<file path="src/rtl/core/rmq_pkg.sv">
// Shared types, constants and elaboration-time table functions for the rotation matrix block.
package rmq_pkg;

    localparam int MAX_ORDER_DEF = 12;
    localparam int FRAC_BITS_DEF = 14;
    localparam int QUEUE_DEPTH   = 4;

    localparam longint unsigned PI_Q30  = 64'd3373259426;
    localparam longint unsigned ONE_Q30 = 64'd1073741824;

    localparam int TAYLOR_TERMS = 8;
    localparam longint unsigned SIN_DIV [TAYLOR_TERMS] = '{6, 20, 42, 72, 110, 156, 210, 272};
    localparam longint unsigned COS_DIV [TAYLOR_TERMS] = '{2, 12, 30, 56, 90, 132, 182, 240};

    typedef enum logic [1:0] {
        ST_OK,
        ST_ZERO_QUAT,
        ST_ZERO_ORDER,
        ST_ZERO_AXIS
    } status_t;

    // quaternion handed from the front end to the matrix back end
    typedef struct packed {
        status_t            status;
        logic               neg;
        logic signed [15:0] qa;
        logic signed [15:0] qb;
        logic signed [15:0] qc;
        logic signed [15:0] qd;
    } rmq_quat_t;

    // sin(pi/k) in Q30, x = pi/k in Q30
    function automatic logic signed [31:0] sin_q30(input longint unsigned x, input int k);
        longint unsigned x2;
        longint unsigned t;
        longint          s;
        if (k == 1) return 32'sd0;
        if (k == 2) return 32'(ONE_Q30);
        x2 = (x * x + (ONE_Q30 >> 1)) >> 30;
        t  = x;
        s  = longint'(x);
        for (int i = 0; i < TAYLOR_TERMS; i++) begin
            t = ((t * x2) >> 30) / SIN_DIV[i];
            if (i[0] == 1'b0) s = s - longint'(t);
            else              s = s + longint'(t);
        end
        return 32'(s);
    endfunction

    // cos(pi/k) in Q30
    function automatic logic signed [31:0] cos_q30(input longint unsigned x, input int k);
        longint unsigned x2;
        longint unsigned t;
        longint          c;
        if (k == 1) return -32'(ONE_Q30);
        if (k == 2) return 32'sd0;
        x2 = (x * x + (ONE_Q30 >> 1)) >> 30;
        t  = ONE_Q30;
        c  = longint'(ONE_Q30);
        for (int i = 0; i < TAYLOR_TERMS; i++) begin
            t = ((t * x2) >> 30) / COS_DIV[i];
            if (i[0] == 1'b0) c = c - longint'(t);
            else              c = c + longint'(t);
        end
        return 32'(c);
    endfunction

    // Q30 to Q14, round half away from zero
    function automatic logic signed [15:0] round_q16(input logic signed [31:0] v);
        logic [31:0] m;
        logic [15:0] q;
        m = v[31] ? 32'(-v) : 32'(v);
        q = 16'((m + 32'd32768) >> 16);
        return v[31] ? -$signed(q) : $signed(q);
    endfunction

endpackage

</file>
<file path="src/rtl/core/rmq_queue.sv">
// Small FIFO between the front end and the matrix back end.
module rmq_queue
    import rmq_pkg::*;
(
    input  logic      clk,
    input  logic      rst_n,
    input  logic      push,
    input  rmq_quat_t push_data,
    output logic      full,
    input  logic      pop,
    output rmq_quat_t pop_data,
    output logic      nonempty
);

    localparam int PTR_W = $clog2(QUEUE_DEPTH);

    rmq_quat_t        mem_reg [QUEUE_DEPTH];
    logic [PTR_W-1:0] wr_ptr_reg, rd_ptr_reg;
    logic [PTR_W:0]   count_reg, count_next;

    assign full     = (count_reg == (PTR_W + 1)'(QUEUE_DEPTH));
    assign nonempty = (count_reg != '0);
    assign pop_data = mem_reg[rd_ptr_reg];

    always_comb
    begin
        count_next = count_reg;
        if (push && !pop)
            count_next = count_reg + 1'b1;
        else if (pop && !push)
            count_next = count_reg - 1'b1;
    end

    always_ff @(posedge clk or negedge rst_n)
    begin
        if (!rst_n)
        begin
            wr_ptr_reg <= '0;
            rd_ptr_reg <= '0;
            count_reg  <= '0;
        end
        else
        begin
            if (push)
                wr_ptr_reg <= wr_ptr_reg + 1'b1;
            if (pop)
                rd_ptr_reg <= rd_ptr_reg + 1'b1;
            count_reg <= count_next;
        end
    end

    always_ff @(posedge clk)
    begin
        if (push)
            mem_reg[wr_ptr_reg] <= push_data;
    end

endmodule

</file>
<file path="config.mk">
export PLATFORM = sky130hd
export DESIGN_NAME = rmq_queue
export DESIGN_NICKNAME = d
export VERILOG_FILES = /design/src/rtl/core/rmq_pkg.sv /design/src/rtl/core/rmq_queue.sv
export SDC_FILE = /design/constraint.sdc
export NUM_CORES = 1
export LEC_CHECK = 0
export ABC_CLOCK_PERIOD_IN_PS = 2400
export BUFFER_PORTS_ARGS = -buffer_cell sky130_fd_sc_hd__buf_2
export CORE_MARGIN = 3
export CORE_UTILIZATION = 51
export CTS_CLUSTER_DIAMETER = 60
export DETAILED_ROUTE_END_ITERATION = 8
export GPL_ROUTABILITY_DRIVEN = 0
export GPL_TIMING_DRIVEN = 0
export PLACE_DENSITY = 0.74
export SLEW_MARGIN = 20
export SYNTH_ARGS = -nofsm -noshare
export SYNTH_HDL_FRONTEND = slang
export SYNTH_SLANG_ARGS = --single-unit
</file>
<file path="constraint.sdc">
create_clock -name clk -period 2.4 [get_ports clk]
set_input_delay 0.48 -clock clk [delete_from_list [all_inputs] [get_ports clk]]
set_output_delay 0.48 -clock clk [all_outputs]
set_load 0.02 [all_outputs]
</file>
==> impl_results.md <==
* CP Data Required Time at 1.92 ns
* Via/cell ratio at 5.36
* Peak VDD IR at 0.639 mV
* Clock Sinks at 275
* Htree depth at 1
* # IOs at 140
* Seq cells post-synth at 275
* Final Hold Fails at 0
* GR Layer Usage met2 at 0.282
* Power Density at 1290 nW/um^2
* Final Cycle Share at 1.02
* Worst r2r src: wr_ptr_reg[1]$_DFFE_PN0P_
* First-pass GRT wire length at 27.9 mm
* Unique masters post-synth at 20
* GRT Total Usage at 0.168
* Final cell count without fillers at 848
* Final WS setup at -0.0384 ns
* Setup crit start kind: flip-flop
* Final wirelength at 18.0 mm
* P_leak at 4.28 nW
* Die height at 147 um
* Syn Inst Count at 385
* Dpl cells at 788
* Clock slew at reported path FFs at 0.06 ns
* Initial antenna violation count at 1
* Clock Tree Root: clkbuf_16
* # nets final at 640
* DR pass1 iterations at 4
* Final hold slack at 0.172 ns
* Outcome: finished with violations
* Min-Delay Path Class: input pin to flip-flop
* CTS buffer count at 27
* Core Area at 19100 um^2
* Residual DRC at 0
* Post-synth EDFFs at 268
* Ys async rst share at 0.0255
* Yosys warns at 0
* Met3 usage at 0.0369
* Mean post-synth cell area at 26.2 um^2
* HPWL after DPL at 11.2 mm
* Clock buffer depth at 3
* DIE AREA at 21500 um^2
* Layout cell share with drive strength beyond 1 at 0.479
* Routed len/inst at 21.2 um
* GR peak layer: met2
* CP startpoint: rd_ptr_reg[0]$_DFFE_PN0P_
* Fin util at 0.646
* Dpl ws at 0.226 ns
* Max-slew headroom at 0.654
* GRT overflow at 0
* Post-route ant nets at 0
* Global Route met1 Usage at 0.229
* Largest net degree at the start of global routing at 41
* Final Power at 15.9 mW
* CP endpoint kind: primary output
* Seq/Total Area, Yosys at 0.816
* WS Path Type: flip-flop to primary output
* Initial core utilization at 0.528
* Buffers on Ports at 139
* Row cnt at 50
* R2r endpoint: mem_reg[1][31]$_DFFE_PP_
* Clock Latency Late Sink at 0.52 ns
* Post-synth top flop: edfxtp_1
* Fmax at 410 MHz
* Vias in the first global route at 4889
* Worst Tran Pin Value at 0.519 ns
* Max reg flops at 268
* Final setup viols at 35
* Max-Cap Viols at 0
* Worst clock skew at 0.00782 ns
* Syn nets at 462
* Fin. max-slew vios at 0
* Crit path to: pop_data[51]
* Cell Area, Synth at 10100 um^2
* TritonCTS clock tree: done
* Via count at 4548
* Critical Path AT at 1.96 ns
* Iteration-0 DRC Markers at 227
* Area grow syn2layout at 22.3%
* Final min period at 2.44 ns
* RSZ-0062 raised after global routing: yes
* Worst R2R Setup Slack at 0.61 ns
* DIE WIDTH at 147 um
* R2R cell count at 4
* Failing checks: setup timing
* Worst Path Max Fanout at 6
[worst min path at each step]
stage / startpoint / end / slack (ns) / cells past startpoint
detailed placement: rst_n / count_reg[2]$_DFFE_PN0P_ / 0.33 / 1
finish: push_data[17] / mem_reg[1][17]$_DFFE_PP_ / 0.17 / 1
floorplan: rst_n / count_reg[0]$_DFFE_PN0P_ / 0.18 / 0
global placement: rst_n / count_reg[1]$_DFFE_PN0P_ / 0.32 / 1
CTS: push_data[17] / mem_reg[0][17]$_DFFE_PP_ / 0.15 / 1
global route: push_data[34] / mem_reg[1][34]$_DFFE_PP_ / 0.15 / 1
[stage by stage]
step	TNS, ns	cell area, um^2
2_1_floorplan	0	10100
3_3_place_gp	-45.59	11100
3_5_place_dp	0	11200
4_1_cts	-3.86	12200
5_1_grt	-5.73	12300
6_report	-0.558	12300
[logic make-up after synthesis]
| family | share of synthesized area |
|---|---|
| xor+xnor | 0.00522 |
| flops | 0.816 |
| fa+ha+maj | 0.00820 |
| compound gates | 0.000496 |
| simple gates | 0.00497 |
| mux | 0.151 |
| buf+inv | 0.0137 |
[cells in the final DEF (no fill, tap or decap), drive strengths merged]
cell,n
inv,5
or3,1
clkinv,13
clkbuf,36
o21ai,1
xor2,4
bufinv,2
fa,1
nand2,2
mux2,1
edfxtp,268
ha,5
dlygate4sd3,1
diode,4
xnor2,2
buf,160
mux4,67
nor2,1
dfrtp,7
and2,4
nor3b,1
clkinvlp,2
[area by class of cell]
| cell class | instances | area [um^2] |
|---|---|---|
| diodes | 4 | 10.0 |
| clock inverters | 18 | 146 |
| fillers | 1268 | 6760 |
| multi-input cells | 90 | 1720 |
| inverters | 4 | 15.0 |
| plain buffers | 16 | 170 |
| clock buffers | 32 | 704 |
| well taps | 260 | 325 |
| repair buffers | 149 | 1000 |
| flip-flops and latches | 275 | 8220 |
[routing by layer]
metal | up-vias | part of all wire | wire length [um]
li1 | 2014 | - | -
met1 | 2360 | 0.41 | 7320
met2 | 146 | 0.52 | 9280
met3 | 26 | 0.064 | 1150
met4 | 2 | 0.012 | 223
met5 | - | 0.00072 | 13
[cells in the mapped netlist (2+ instances only)]
library cell	number	area share
edfxtp_1	268	0.80
mux4_2	67	0.15
dfrtp_1	7	0.017
buf_2	6	0.0030
ha_1	5	0.0062
and2_1	4	0.0025
buf_4	4	0.0030
inv_1	4	0.0015
xor2_1	4	0.0035
clkbuf_1	3	0.0011
buf_12	2	0.0040
nand2_1	2	0.00075
xnor2_1	2	0.0017
[what timing repair did]
action                                  CTS  global route
setup buffers                             3             1
gates resized for setup                  20            30
hold buffers                              1             0
pin swaps                                 0             0
hold endpoints to repair                  7             0
gates cloned                              0             1
endpoints found under the setup margin   58            67
[where the power goes]
| group | switching, mW | internal [mW] | total (mW) |
|---|---|---|---|
| logic | 2.95 | 2.48 | 5.43 |
| clock network | 1.68 | 2.31 | 3.99 |
| registers | 0.217 | 6.28 | 6.50 |
| total | 4.84 | 11.1 | 15.9 |
[critical path: stages (launching register included)]
cell and delay (ns):
dfrtp_1 0.34, buf_6 0.17, buf_12 0.14, buf_12 0.12, mux4_2 0.52, buf_6 0.15
Note: power is estimated with default switching activity, not from simulation.
